## config.mk

```make
export PLATFORM = sky130hd
export DESIGN_NAME = base91_stream_encoder_top_flat
export DESIGN_NICKNAME = d
export VERILOG_FILES = /design/src/rtl/b91enc_pkg.sv /design/src/rtl/b91enc_byte_if.sv /design/src/rtl/b91enc_sym_if.sv /design/src/rtl/b91enc_cfg_if.sv /design/src/rtl/base91_stream_encoder_top.sv /design/src/rtl/b91enc_front.sv /design/src/rtl/b91enc_fifo.sv /design/src/rtl/b91enc_back.sv /design/src/flat_wrapper.sv
export VERILOG_INCLUDE_DIRS = /design/src /design/src/rtl
export SDC_FILE = /design/constraint.sdc
export NUM_CORES = 1
export LEC_CHECK = 0
export BUFFER_PORTS_ARGS = -buffer_cell sky130_fd_sc_hd__buf_2
export CAP_MARGIN = 10
export CORE_AREA = 2 2 205 207
export CTS_CLUSTER_DIAMETER = 100
export CTS_CLUSTER_SIZE = 14
export DETAILED_ROUTE_END_ITERATION = 8
export DIE_AREA = 0 0 207 209
export PLACE_DENSITY_LB_ADDON = 0.12
export SLEW_MARGIN = 30
export SYNTH_ARGS = -nofsm -noshare
export SYNTH_HDL_FRONTEND = slang
export SYNTH_SLANG_ARGS = --single-unit
export TNS_END_PERCENT = 100
```

## constraint.sdc

```tcl
create_clock -name clk -period 7.5 [get_ports clk]
set_input_delay 0.75 -clock clk [delete_from_list [all_inputs] [get_ports clk]]
set_output_delay 0.75 -clock clk [all_outputs]
set_load 0.02 [all_outputs]
```

## src/rtl/base91_stream_encoder_top_assert.svh

```systemverilog
// Assertion macros for the basE91 stream encoder.
// Used by the top level only; needs nothing else.
`ifndef BASE91_STREAM_ENCODER_TOP_ASSERT_SVH
`define BASE91_STREAM_ENCODER_TOP_ASSERT_SVH

// a implies b in the same cycle
`define B91_ASSERT_SAME(label, clk, rst, a, b) \
  label: assert property (@(posedge clk) disable iff (rst) (a) |-> (b)) \
    else $error("b91enc: same-cycle check failed");

// a implies b in the next cycle
`define B91_ASSERT_NEXT(label, clk, rst, a, b) \
  label: assert property (@(posedge clk) disable iff (rst) (a) |=> (b)) \
    else $error("b91enc: next-cycle check failed");

`endif

```

## src/rtl/b91enc_pkg.sv

```systemverilog
// Package of the basE91 stream encoder: payload and job types, constants,
// alphabet lookup. No dependencies.
`default_nettype none

package b91enc_pkg;

  localparam int unsigned QBITS      = 13;
  localparam int unsigned CBITS      = 4;
  localparam int unsigned VBITS      = 14;
  localparam int unsigned DIV_SHIFT  = 20;
  localparam logic [13:0] RECIP_91   = 14'd11523;  // ceil(2^20 / 91)
  localparam logic [6:0]  RADIX      = 7'd91;
  localparam logic [12:0] SHORT_MAX  = 13'd88;
  localparam logic [12:0] SINGLE_MAX = 13'd90;
  localparam logic [15:0] CAP_RESET  = 16'hFFFF;

  localparam int unsigned ITEM_V_MOD = 0;
  localparam int unsigned ITEM_V_DIV = 1;
  localparam int unsigned ITEM_Q_MOD = 2;
  localparam int unsigned ITEM_Q_DIV = 3;
  localparam int unsigned ITEM_ERR   = 4;
  localparam int unsigned NITEMS     = 5;

  typedef struct packed {
    logic [7:0] data_byte;
    logic       last_byte;
  } in_t;

  typedef struct packed {
    logic [7:0]  symbol;
    logic        last_symbol;
    logic        overflow;
    logic [15:0] char_count;
  } out_t;

  typedef struct packed {
    logic [15:0] max_output_chars;
  } cfg_t;

  typedef struct packed {
    logic             has_pair;
    logic [VBITS-1:0] v;
    logic [1:0]       flush_n;
    logic [QBITS-1:0] q;
    logic             err;
    logic             last;
    logic [15:0]      count;
  } job_t;

  typedef struct packed {
    logic full;
    logic empty;
  } q_status_t;

  localparam logic [7:0] ALPHABET [0:90] = '{
    "A","B","C","D","E","F","G","H","I","J","K","L","M",
    "N","O","P","Q","R","S","T","U","V","W","X","Y","Z",
    "a","b","c","d","e","f","g","h","i","j","k","l","m",
    "n","o","p","q","r","s","t","u","v","w","x","y","z",
    "0","1","2","3","4","5","6","7","8","9","!","#","$",
    "%","&","(",")","*","+",",",".","/",":",";","<","=",
    ">","?","@","[","]","^","_",8'h60,"{","|","}","~","-"
  };

  function automatic logic [7:0] sym_of(input logic [7:0] idx);
    logic [7:0] s;
    s = 8'd0;
    if (idx < {1'b0, RADIX}) begin
      s = ALPHABET[idx[6:0]];
    end
    return s;
  endfunction

endpackage

`default_nettype wire

```

## src/rtl/b91enc_byte_if.sv

```systemverilog
// Byte input channel of the basE91 stream encoder.
// Depends on b91enc_pkg.
`default_nettype none

interface b91enc_byte_if;
  logic             valid;
  logic             ready;
  b91enc_pkg::in_t  payload;
  modport source (output valid, output payload, input ready);
  modport sink (input valid, input payload, output ready);
endinterface

`default_nettype wire

```

## src/rtl/b91enc_sym_if.sv

```systemverilog
// Symbol output channel of the basE91 stream encoder.
// Depends on b91enc_pkg.
`default_nettype none

interface b91enc_sym_if;
  logic             valid;
  logic             ready;
  b91enc_pkg::out_t payload;
  modport source (output valid, output payload, input ready);
  modport sink (input valid, input payload, output ready);
endinterface

`default_nettype wire

```

## src/rtl/b91enc_cfg_if.sv

```systemverilog
// Configuration write channel of the basE91 stream encoder.
// Depends on b91enc_pkg.
`default_nettype none

interface b91enc_cfg_if;
  logic             valid;
  logic             ready;
  b91enc_pkg::cfg_t payload;
  modport source (output valid, output payload, input ready);
  modport sink (input valid, input payload, output ready);
endinterface

`default_nettype wire

```

## src/rtl/base91_stream_encoder_top.sv

```systemverilog
// Top level of the basE91 stream encoder: capacity register, front end,
// job queue, back end. Depends on b91enc_pkg, the channel interfaces, all
// b91enc_* modules and base91_stream_encoder_top_assert.svh.
//
// Usage:
//   byte_ch takes one message byte per beat, last_byte on the final one.
//   sym_ch gives one character per beat; the final beat of a message has
//   last_symbol and the character total in char_count. On capacity
//   overflow one beat with overflow set ends the message and the rest of
//   its bytes are dropped.
//   cfg_ch writes max_output_chars (reset 65535); write it only while idle.
// Timing:
//   A byte is taken every cycle while the job queue has room. Its job
//   passes the queue and the back end's job register before its first
//   character leaves the output register. The back end sends one
//   character per cycle unless sym_ch stalls; about 1.2 per byte sustained.
// Reset and stall:
//   Synchronous reset empties the queue and clears the bit queue, counters
//   and discard state. When sym_ch stalls, the output register holds, the
//   back end waits and the queue fills; byte_ch ready drops only when full.
`default_nettype none

module base91_stream_encoder_top #(
  parameter int unsigned QUEUE_DEPTH = 4
) (
  input  wire logic   clk,
  input  wire logic   rst,
  b91enc_byte_if.sink byte_ch,
  b91enc_sym_if.source sym_ch,
  b91enc_cfg_if.sink  cfg_ch
);

  logic [15:0]           max_chars;
  logic                  push;
  logic                  pop;
  b91enc_pkg::job_t      push_job;
  b91enc_pkg::job_t      head;
  b91enc_pkg::q_status_t q_stat;
  logic                  ovf_beat;
  logic                  ovf_beat_ok;

  assign cfg_ch.ready = 1'b1;

  always_ff @(posedge clk) begin
    if (rst) begin
      max_chars <= b91enc_pkg::CAP_RESET;
    end else if (cfg_ch.valid) begin
      max_chars <= cfg_ch.payload.max_output_chars;
    end
  end

  b91enc_front u_front (
    .clk       (clk),
    .rst       (rst),
    .byte_ch   (byte_ch),
    .max_chars (max_chars),
    .q_stat    (q_stat),
    .push      (push),
    .job       (push_job)
  );

  b91enc_fifo #(
    .DEPTH (QUEUE_DEPTH)
  ) u_fifo (
    .clk      (clk),
    .rst      (rst),
    .push     (push),
    .push_job (push_job),
    .pop      (pop),
    .head     (head),
    .q_stat   (q_stat)
  );

  b91enc_back u_back (
    .clk    (clk),
    .rst    (rst),
    .head   (head),
    .q_stat (q_stat),
    .pop    (pop),
    .sym_ch (sym_ch)
  );

  assign ovf_beat = sym_ch.valid && sym_ch.payload.overflow;
  assign ovf_beat_ok = sym_ch.payload.last_symbol && (sym_ch.payload.symbol == 8'd0) &&
                       (sym_ch.payload.char_count == 16'd0);

`include "base91_stream_encoder_top_assert.svh"

  `B91_ASSERT_SAME(a_no_push_full, clk, rst, push, !q_stat.full)
  `B91_ASSERT_SAME(a_no_pop_empty, clk, rst, pop, !q_stat.empty)
  `B91_ASSERT_SAME(a_ovf_beat, clk, rst, ovf_beat, ovf_beat_ok)
  `B91_ASSERT_NEXT(a_queue_fill, clk, rst, push && !pop, !q_stat.empty)

endmodule

`default_nettype wire

```

## src/rtl/b91enc_front.sv

```systemverilog
// Front end: takes byte beats, updates the bit queue, checks capacity and
// pushes one job per byte that yields results. Depends on b91enc_pkg.
`default_nettype none

module b91enc_front (
  input  wire logic                  clk,
  input  wire logic                  rst,
  b91enc_byte_if.sink                byte_ch,
  input  wire logic [15:0]           max_chars,
  input  wire b91enc_pkg::q_status_t q_stat,
  output logic                       push,
  output b91enc_pkg::job_t           job
);

  logic [b91enc_pkg::QBITS-1:0] bit_queue;
  logic [b91enc_pkg::CBITS-1:0] bit_count;
  logic [15:0]                  chars_emitted;
  logic                         discarding;

  logic        accept;
  logic [20:0] qa;
  logic [4:0]  ca;
  logic        extract, wide;
  logic [b91enc_pkg::QBITS-1:0] rem_q;
  logic [b91enc_pkg::CBITS-1:0] rem_c;
  logic [16:0] limit, ce1;
  logic        pair_fail, flush, two, f1_fail, f2_fail, fail;
  logic [1:0]  flush_n;
  logic [16:0] ce_final;
  logic        produce;

  assign byte_ch.ready = !q_stat.full;
  assign accept = byte_ch.valid && byte_ch.ready;

  always_comb begin
    qa = {8'd0, bit_queue} | (21'(byte_ch.payload.data_byte) << bit_count);
    ca = 5'(bit_count) + 5'd8;
    extract = ca > 5'd13;
    wide = qa[12:0] <= b91enc_pkg::SHORT_MAX;
    if (!extract) begin
      rem_q = qa[12:0];
      rem_c = ca[3:0];
    end else if (wide) begin
      rem_q = 13'(qa[20:14]);
      rem_c = 4'(ca - 5'd14);
    end else begin
      rem_q = 13'(qa[20:13]);
      rem_c = 4'(ca - 5'd13);
    end

    limit = (max_chars == 16'd0) ? 17'd0 : 17'(max_chars) - 17'd1;
    pair_fail = extract && (17'(chars_emitted) + 17'd2 > limit);
    ce1 = extract ? 17'(chars_emitted) + 17'd2 : 17'(chars_emitted);
    flush = byte_ch.payload.last_byte && (rem_c != '0) && !pair_fail;
    two = (rem_c > 4'd7) || (rem_q > b91enc_pkg::SINGLE_MAX);
    f1_fail = flush && (ce1 + 17'd1 > limit);
    f2_fail = flush && !f1_fail && two && (ce1 + 17'd2 > limit);
    fail = pair_fail || f1_fail || f2_fail;
    if (flush && !f1_fail) begin
      flush_n = (two && !f2_fail) ? 2'd2 : 2'd1;
    end else begin
      flush_n = 2'd0;
    end
    ce_final = ce1 + 17'(flush_n);

    job.has_pair = extract && !pair_fail;
    job.v        = wide ? qa[13:0] : {1'b0, qa[12:0]};
    job.flush_n  = flush_n;
    job.q        = rem_q;
    job.err      = fail;
    job.last     = byte_ch.payload.last_byte;
    job.count    = ce_final[15:0];

    produce = job.has_pair || (flush_n != 2'd0) || fail;
    push = accept && !discarding && produce;
  end

  always_ff @(posedge clk) begin
    if (rst) begin
      bit_queue <= '0;
      bit_count <= '0;
      chars_emitted <= '0;
      discarding <= 1'b0;
    end else if (accept) begin
      if (discarding) begin
        if (byte_ch.payload.last_byte) begin
          discarding <= 1'b0;
          bit_queue <= '0;
          bit_count <= '0;
          chars_emitted <= '0;
        end
      end else if (fail || byte_ch.payload.last_byte) begin
        bit_queue <= '0;
        bit_count <= '0;
        chars_emitted <= '0;
        discarding <= fail && !byte_ch.payload.last_byte;
      end else begin
        bit_queue <= rem_q;
        bit_count <= rem_c;
        chars_emitted <= ce1[15:0];
      end
    end
  end

endmodule

`default_nettype wire

```

## src/rtl/b91enc_fifo.sv

```systemverilog
// Short job queue between front and back end.
// Depends on b91enc_pkg.
`default_nettype none

module b91enc_fifo #(
  parameter int unsigned DEPTH = 4
) (
  input  wire logic                   clk,
  input  wire logic                   rst,
  input  wire logic                   push,
  input  wire b91enc_pkg::job_t       push_job,
  input  wire logic                   pop,
  output b91enc_pkg::job_t            head,
  output b91enc_pkg::q_status_t       q_stat
);

  localparam int unsigned PTR_W = $clog2(DEPTH);
  localparam int unsigned CNT_W = $clog2(DEPTH + 1);

  b91enc_pkg::job_t mem [DEPTH];
  logic [PTR_W-1:0] wr_ptr;
  logic [PTR_W-1:0] rd_ptr;
  logic [CNT_W-1:0] fill;

  function automatic logic [PTR_W-1:0] bump(input logic [PTR_W-1:0] p);
    return (p == PTR_W'(DEPTH - 1)) ? '0 : p + 1'b1;
  endfunction

  assign head = mem[rd_ptr];
  assign q_stat.full = fill == CNT_W'(DEPTH);
  assign q_stat.empty = fill == '0;

  always_ff @(posedge clk) begin
    if (push) begin
      mem[wr_ptr] <= push_job;
    end
  end

  always_ff @(posedge clk) begin
    if (rst) begin
      wr_ptr <= '0;
      rd_ptr <= '0;
      fill <= '0;
    end else begin
      if (push) begin
        wr_ptr <= bump(wr_ptr);
      end
      if (pop) begin
        rd_ptr <= bump(rd_ptr);
      end
      if (push && !pop) begin
        fill <= fill + 1'b1;
      end else if (pop && !push) begin
        fill <= fill - 1'b1;
      end
    end
  end

endmodule

`default_nettype wire

```

## src/rtl/b91enc_back.sv

```systemverilog
// Back end: loads jobs with quotients by 91, emits one symbol beat per
// cycle via an output register unless sym_ch stalls. Needs b91enc_pkg.
`default_nettype none

module b91enc_back (
  input  wire logic                  clk,
  input  wire logic                  rst,
  input  wire b91enc_pkg::job_t      head,
  input  wire b91enc_pkg::q_status_t q_stat,
  output logic                       pop,
  b91enc_sym_if.source               sym_ch
);

  localparam int unsigned N = b91enc_pkg::NITEMS;

  b91enc_pkg::job_t cur;
  logic [7:0]       cur_qv;
  logic [6:0]       cur_qq;
  logic [N-1:0]     cur_mask;
  logic             cur_valid;

  logic             sym_valid;
  b91enc_pkg::out_t sym_data;

  logic [27:0]  prod_v;
  logic [26:0]  prod_q;
  logic [N-1:0] init_mask;
  logic [14:0]  mul_v;
  logic [13:0]  mul_q;
  logic [13:0]  rv;
  logic [12:0]  rq;
  logic [N-1:0] sel, mask_next;
  logic [7:0]   idx;
  logic         is_err, fin, emit;
  b91enc_pkg::out_t item;

  assign prod_v = 28'(head.v) * 28'(b91enc_pkg::RECIP_91);
  assign prod_q = 27'(head.q) * 27'(b91enc_pkg::RECIP_91);

  always_comb begin
    init_mask = '0;
    init_mask[b91enc_pkg::ITEM_V_MOD] = head.has_pair;
    init_mask[b91enc_pkg::ITEM_V_DIV] = head.has_pair;
    init_mask[b91enc_pkg::ITEM_Q_MOD] = head.flush_n != 2'd0;
    init_mask[b91enc_pkg::ITEM_Q_DIV] = head.flush_n == 2'd2;
    init_mask[b91enc_pkg::ITEM_ERR]   = head.err;
  end

  always_comb begin
    mul_v = 15'(cur_qv) * 15'(b91enc_pkg::RADIX);
    mul_q = 14'(cur_qq) * 14'(b91enc_pkg::RADIX);
    rv = cur.v - mul_v[13:0];
    rq = cur.q - mul_q[12:0];
    sel = cur_mask & (~cur_mask + 1'b1);
    mask_next = cur_mask & ~sel;
    is_err = sel[b91enc_pkg::ITEM_ERR];
    if (sel[b91enc_pkg::ITEM_V_MOD]) begin
      idx = 8'(rv[6:0]);
    end else if (sel[b91enc_pkg::ITEM_V_DIV]) begin
      idx = cur_qv;
    end else if (sel[b91enc_pkg::ITEM_Q_MOD]) begin
      idx = 8'(rq[6:0]);
    end else begin
      idx = 8'(cur_qq);
    end
    fin = (mask_next == '0) && (cur.last || cur.err);
    item.symbol      = is_err ? 8'd0 : b91enc_pkg::sym_of(idx);
    item.last_symbol = fin;
    item.overflow    = is_err;
    item.char_count  = (fin && !is_err) ? cur.count : 16'd0;
  end

  assign emit = cur_valid && (!sym_valid || sym_ch.ready);
  assign pop = !q_stat.empty && (!cur_valid || (emit && mask_next == '0));

  always_ff @(posedge clk) begin
    if (pop) begin
      cur <= head;
      cur_qv <= prod_v[b91enc_pkg::DIV_SHIFT +: 8];
      cur_qq <= prod_q[b91enc_pkg::DIV_SHIFT +: 7];
    end
  end

  always_ff @(posedge clk) begin
    if (rst) begin
      cur_valid <= 1'b0;
      cur_mask <= '0;
    end else if (pop) begin
      cur_valid <= 1'b1;
      cur_mask <= init_mask;
    end else if (emit) begin
      cur_mask <= mask_next;
      if (mask_next == '0) begin
        cur_valid <= 1'b0;
      end
    end
  end

  always_ff @(posedge clk) begin
    if (rst) begin
      sym_valid <= 1'b0;
    end else if (emit) begin
      sym_valid <= 1'b1;
    end else if (sym_ch.ready) begin
      sym_valid <= 1'b0;
    end
  end

  always_ff @(posedge clk) begin
    if (emit) begin
      sym_data <= item;
    end
  end

  assign sym_ch.valid = sym_valid;
  assign sym_ch.payload = sym_data;

endmodule

`default_nettype wire

```

## src/flat_wrapper.sv

```systemverilog
// flat-port wrapper written by rule: the top's interface ports become plain ports
module base91_stream_encoder_top_flat 
#(
  parameter int unsigned QUEUE_DEPTH = 4
)
  (clk, rst, byte_ch_valid, byte_ch_payload, byte_ch_ready, sym_ch_valid, sym_ch_payload, sym_ch_ready, cfg_ch_valid, cfg_ch_payload, cfg_ch_ready);
  b91enc_byte_if byte_ch_i ();
  b91enc_sym_if sym_ch_i ();
  b91enc_cfg_if cfg_ch_i ();
  input  wire logic clk;
  input  wire logic rst;
  input wire logic [$bits(byte_ch_i.valid)-1:0] byte_ch_valid;
  input wire logic [$bits(byte_ch_i.payload)-1:0] byte_ch_payload;
  output wire logic [$bits(byte_ch_i.ready)-1:0] byte_ch_ready;
  output wire logic [$bits(sym_ch_i.valid)-1:0] sym_ch_valid;
  output wire logic [$bits(sym_ch_i.payload)-1:0] sym_ch_payload;
  input wire logic [$bits(sym_ch_i.ready)-1:0] sym_ch_ready;
  input wire logic [$bits(cfg_ch_i.valid)-1:0] cfg_ch_valid;
  input wire logic [$bits(cfg_ch_i.payload)-1:0] cfg_ch_payload;
  output wire logic [$bits(cfg_ch_i.ready)-1:0] cfg_ch_ready;
  assign byte_ch_i.valid = byte_ch_valid;
  assign byte_ch_i.payload = byte_ch_payload;
  assign byte_ch_ready = byte_ch_i.ready;
  assign sym_ch_valid = sym_ch_i.valid;
  assign sym_ch_payload = sym_ch_i.payload;
  assign sym_ch_i.ready = sym_ch_ready;
  assign cfg_ch_i.valid = cfg_ch_valid;
  assign cfg_ch_i.payload = cfg_ch_payload;
  assign cfg_ch_ready = cfg_ch_i.ready;
  base91_stream_encoder_top #(.QUEUE_DEPTH(QUEUE_DEPTH)) u_core (.clk(clk), .rst(rst), .byte_ch(byte_ch_i), .sym_ch(sym_ch_i), .cfg_ch(cfg_ch_i));
endmodule
```

Yosys cells after proc, flatten, opt, wreduce, memory -nomap -nowiden
Memories as Yosys holds them, arrays and structs flattened. A register that Yosys moved wholly into a read port is not among the register bits.
Cells that the tools add are included.
{ "totals": {"reg_bits": 129, "mem_bits_rw": 192, "mem_bits_ro": 1024, "in_bits": 30, "output_inout_bits": 29, "word_cells": 156, "memories": 2} }
{ "classes": {"addsub": 15, "mul": 4, "n_lt_le_gt_ge": 8, "n_eq_ne": 5, "shifts": 1, "n_mux": 39, "bitwise_logic": 7, "n_reduce_logical": 54} }
{ "memory_table": {"columns": ["memory", "words", "width", "read_ports", "rd_clocked_by_memory_dff", "wr", "line", "text"], "rows": [
  ["(no name shown)", 128, 8, 1, 1, 0, "b91enc_pkg.sv:69", "s = ALPHABET[idx[6:0]];"],
  ["u_core.u_fifo.mem", 4, 48, 1, 1, 1, "b91enc_fifo.sv:20", "b91enc_pkg::job_t mem [DEPTH];"]
]} }
{ "op_table": {"columns": ["op", "count"], "rows": [
  ["13-bit 2-to-1 mux", 4],
  ["17-bit greater-than comparator", 3],
  ["16-bit 2-to-1 mux", 3],
  ["17-bit 2-to-1 mux", 2],
  ["14-bit by 14-bit multiplier with 28-bit output (second input constant)", 1],
  ["13-bit by 14-bit multiplier with 27-bit output (second input constant)", 1],
  ["8-bit 2-to-1 mux", 3],
  ["13-bit by 21-bit OR with 21-bit output", 1],
  ["8-bit by 4-bit left shift with 21-bit output", 1],
  ["1-bit logical AND", 20],
  ["4-bit 2-to-1 mux", 5],
  ["16-bit by 2-bit adder with 17-bit output (second input constant)", 1],
  ["17-bit by 1-bit adder with 17-bit output (second input constant)", 1],
  ["17-bit by 2-bit adder with 17-bit output (second input constant)", 1],
  ["16-bit by 1-bit subtractor with 17-bit output (second input constant)", 1],
  ["16-bit by 2-bit adder with 16-bit output", 1],
  ["16-bit zero test", 1],
  ["14-bit 2-to-1 mux", 1],
  ["7-bit subtractor", 2],
  ["13-bit by 7-bit greater-than comparator with 1-bit output (second input constant)", 1],
  ["13-bit by 7-bit <= comparator with 1-bit output (second input constant)", 1],
  ["1-bit zero test", 12],
  ["2-bit 2-to-1 mux", 6],
  ["2-bit nonzero test", 6],
  ["other kinds (28)", 54]
]} }

Logic depth before layout (Yosys ltp)
{ "logic_depth": {"ltp_word": 25, "ltp_mapped": 31, "depth_no_buf": 27} }

Modules after synthesis
Synthesis repeated with hierarchy kept, for this count alone.
{ "unflattened": {"hier_cells": 1985, "hier_area_um2": 22689.3} }
{ "by_module_without_submodules": {"columns": ["mod", "instances", "cells_each", "area_per_inst_um2", "seq_area_each_um2"], "rows": [
  ["b91enc_back", 1, 964, 9865.7, 2302.2],
  ["b91enc_fifo", 1, 294, 7358.3, 5945.7],
  ["b91enc_front", 1, 672, 4854.7, 660.6],
  ["base91_stream_encoder_top", 1, 55, 610.6, 320.3]
]} }

Worst setup path after synthesis
OpenSTA, ideal clock, no wires.
{ "synth_path": {"path_kind": "flip-flop to flip-flop", "startpoint": "register (tool-made name)", "endpoint": "register u_core.u_back.cur_qv[7] (data pin)", "setup_ps": 260, "arrival_time_ps": 6958, "path_slack_ps": 282, "stages_incl_launch_ff": 25, "path_buffers": 3, "synth_period_minus_slack_ps": 7218, "cell_sequence": "dfxtp_1 -> buf_1 -> clkbuf_1 -> buf_1 -> mux4_2 -> ha_1 -> ha_1 -> inv_1 -> fa_1 -> fa_1 -> inv_1 -> ha_1 -> inv_1 -> fa_1 -> inv_1 -> ha_1 -> a21o_1 -> a21o_1 -> nor4_1 -> nor4_1 -> o21a_1 -> o221a_2 -> a211o_1 -> a21oi_1 -> xnor2_1"} }
{ "synth_lines": {"columns": ["item", "line", "text"], "rows": [
  ["to (signal assigned)", "b91enc_back.sv:79", "cur_qv <= prod_v[b91enc_pkg::DIV_SHIFT +: 8];"],
  ["to (decl)", "b91enc_back.sv:17", "logic [7:0] cur_qv;"]
]} }

==> impl_metrics.yaml <==
worst_setup_path:
  ff2ff_setup_slack_ps: 1230
  worstPathArrival_ps: 6560
  start_kind: "flip-flop"
  ff2ff_path_depth: 21
  worstPathCellList: "mux4_2 > ha_1 > ha_1 > inv_1 > fa_1 > fa_1 > inv_1 > ha_1 > inv_1 > fa_1 > inv_1 > ha_1 > a21o_1 > a21o_1 > nor4_1 > nor4_1 > o21a_1 > o221a_2 > a211o_1 > a21oi_1 > xnor2_1"
  worstPathBufferInverterCount: 4
  worstSetupEndpointType: "flip-flop"
  crit_path_end: "u_core.u_back.cur_qv[7]"
  crit_type: "flip-flop to flip-flop"
  critical_path_depth: 21
  cp_slowest_cell: "dfxtp_4"
  cpPeakStageDelay_ps: 640
  cp_top_family: "adder cells"
  timing.rr.end: "u_core.u_back.cur_qv[7]"
  cp.required_ps: 7800
  crit_fanout: 22
status:
  status: "completed"
yosys:
  synthSimpleGateAreaFrac_pct: 9.08
  yosys_warnings: 0
  synth_enable_flop_cells: 260
  yosysTopAreaCell: "edfxtp_1"
  yosys.area_share.adder_pct: 23.5
  yosys-mux-area-fraction_pct: 7.12
  synth_ff_type: "edfxtp_1"
  syn-instance-count: 1936
  synth_area_leaders: "edfxtp_1 35%, ha_1 17%, fa_1 6.8%"
  yosysSeqAreaShare_pct: 41.0
  synthArstFlopShare_pct: 0
  synth_compound_area_share_pct: 9.55
  synthXorXnorAreaFrac_pct: 4.33
  mappedNetlistArea_sq_um: 22200
  synth_top_family_by_area: "adder cells"
  synth-seq-cells: 325
  post_synth.cell_area_avg_sq_um: 11.5
  synth_cell_types: 91
  synth_top_area_share_pct: 35.1
floorplan:
  die-area_sq_um: 43300
  rows: 75
  pin_count: 59
  die_y_um: 209
  core_sq_um: 41300
  initial_core_util_pct: 53.9
  die_x_um: 207
sta:
  fmax_mhz: 160
  hold_viol_final: 0
  setup_violations: 0
  period_share_pct: 83.5
  worst_slew_pin_slew_ps: 1020
  clock_skew_ps: 38.2
  setup_tns_ps: 0
  final_max_slew_viol_count: 0
  rsz0062_at_grt: "no"
  min_period_ps: 6270
  relSlewSlack_pct: 31.5
  fin_hold_ws_ps: 393
layout:
  multi_input_area_sq_um: 11900
  drive_above_1_share_pct: 10.4
  fillers: 3494
  num-nets-final: 2383
  layout.area.seq_sq_um: 9110
  num_antenna_cells: 0
  syn2layout_area_growth_pct: 7.41
route:
  wirelength_um: 48900
  drt-wirelength-per-cell_um: 19.2
  drtIter0Drc: 934
  ant_nets: 0
  drc: 0
  via_per_inst: 5.72
  dr.pass1.iters: 5
  via_count: 14500
clocking:
  post_cts_buffers: 0
  tritoncts: "yes"
  clkLatencyLatePin_ps: 580
  hold_buffers: 0
  clk_path_buf_depth: 3
  cts.clk_slew.worst_paths_ps: 80
  clock_sinks: 325
  cts_root_buffer: "clkbuf_16"
  cts-resized-gates: 0
  h-tree-depth: 1
  cts_made_buffers: 27
run:
  max_cap_violations: 0
global_route:
  antenna_found_initial: 1
  grt_usage_pct: 22.8
  grt_max_degree: 53
  grt_pass1_wl_um: 78900
  first_global_vias: 14600
  grt_overflow_total: 0
placed_design:
  dp_hpwl_um: 37300
  globalplace.congestion: 0.923
  io_buffers: 56
worst_hold_path:
  min_path_type: "input pin to flip-flop"
## through the flow
stage	cells	utilization, %	area, sq um	setup slack (ps)
3_5_place_dp	2491	56.0	23100	1250
3_3_place_gp	2491	56.0	23100	1310
4_1_cts	2541	57.8	23900	1190
2_1_floorplan	1940	-	22300	282
5_1_grt	2541	57.8	23900	851
6_report	2541	57.8	23900	1230
## sequential cells by signal, summed over array words and instances, names as in the netlist, 2 cells and up, named ones only
name                          count
u_core.max_chars                 16
u_core.u_front.bit_queue         13
u_core.u_back.sym_ch.payload     25
u_core.u_back.cur_qq              7
u_core.u_back.cur                32
u_core.u_fifo.fill                3
u_core.u_fifo.rd_ptr              2
u_core.u_fifo.wr_ptr              2
u_core.u_back.cur_qv              8
u_core.u_fifo.mem               188
u_core.u_back.cur_mask            5
u_core.u_front.bit_count          4
u_core.u_front.chars_emitted     15
## routing by layer
metal  track usage (%)  wire length [um]  up-vias
met1              32.5             23100     7141
met4              4.48               742        0
li1                  -                 -     7050
met5                 0                 0        -
met2              37.9             23000      279
met3              2.75              1980       53
## logic make-up (layout without fill, tap and decap cells)
| group | after synthesis | in the layout |
|---|---|---|
| and+or+nand+nor | 417 | 417 |
| adders and majority gates | 372 | 372 |
| AOI/OAI and AO/OA | 307 | 307 |
| buffers and inverters | 310 | 372 |
| DFF | 325 | 325 |
| other | 2 | 6 |
| muxes | 93 | 93 |
| xor gates and xnor gates | 110 | 110 |
## worst min path at each step
stage / start / cells past startpoint / end
after CTS: cfg_ch_payload[9] / 3 / u_core.max_chars[9]
after floorplan: u_core.u_front.bit_queue[12] / 1 / u_core.u_front.bit_queue[12]
after global routing: cfg_ch_payload[11] / 3 / u_core.max_chars[11]
after detailed placement: u_core.u_front.bit_queue[8] / 1 / u_core.u_front.bit_queue[8]
final: cfg_ch_payload[9] / 3 / u_core.max_chars[9]
after global placement: u_core.u_back.cur_valid / 2 / u_core.u_back.cur_valid
## Yosys cell counts (20+ instances only)
library cell / instances
ha_1: 297
edfxtp_1: 260
inv_1: 239
nand2_1: 134
nor2_1: 94
a21oi_1: 78
xnor2_1: 78
fa_1: 75
dfxtp_1: 65
mux4_2: 51
clkbuf_1: 47
o21ai_0: 46
a21o_1: 35
mux2i_1: 33
nand3_1: 33
xor2_1: 32
nor3_1: 31
and3_1: 30
a22o_1: 20
## worst register-to-register path, cell delays in order (launching register included)
cell     delay (ps)
dfxtp_4         640
mux4_2          650
ha_1            340
ha_1            280
inv_1            50
fa_1            470
fa_1            510
inv_1            40
ha_1            270
inv_1            50
fa_1            490
inv_1            40
ha_1            300
a21o_1          160
a21o_1          180
nor4_1          270
nor4_1          150
o21a_1          230
o221a_2         300
a211o_1         290
a21oi_1         180
xnor2_1          80
## placed cells by master, fill, tap and decap left out, types with 51 or more instances in the layout
cell type / n
fa_1: 75
buf_2: 56
inv_1: 237
xnor2_1: 78
nor2_1: 93
nand2_1: 134
edfxtp_1: 260
a21oi_1: 77
dfxtp_1: 63
ha_1: 297
mux4_2: 51
## area by class of cell
cell class	instances	share of cell area (%)
Multi-Input combinational cell	1305	50.0
Sequential cell	325	38.2
Inverter	241	3.79
Clock buffer	47	3.18
Tap cell	539	2.82
Timing Repair Buffer	81	1.96
Clock inverter	3	0.0943
Power is left out: the tool's default activity adds up to more than one toggle a clock period on the data nets, which glitch-free logic cannot reach.
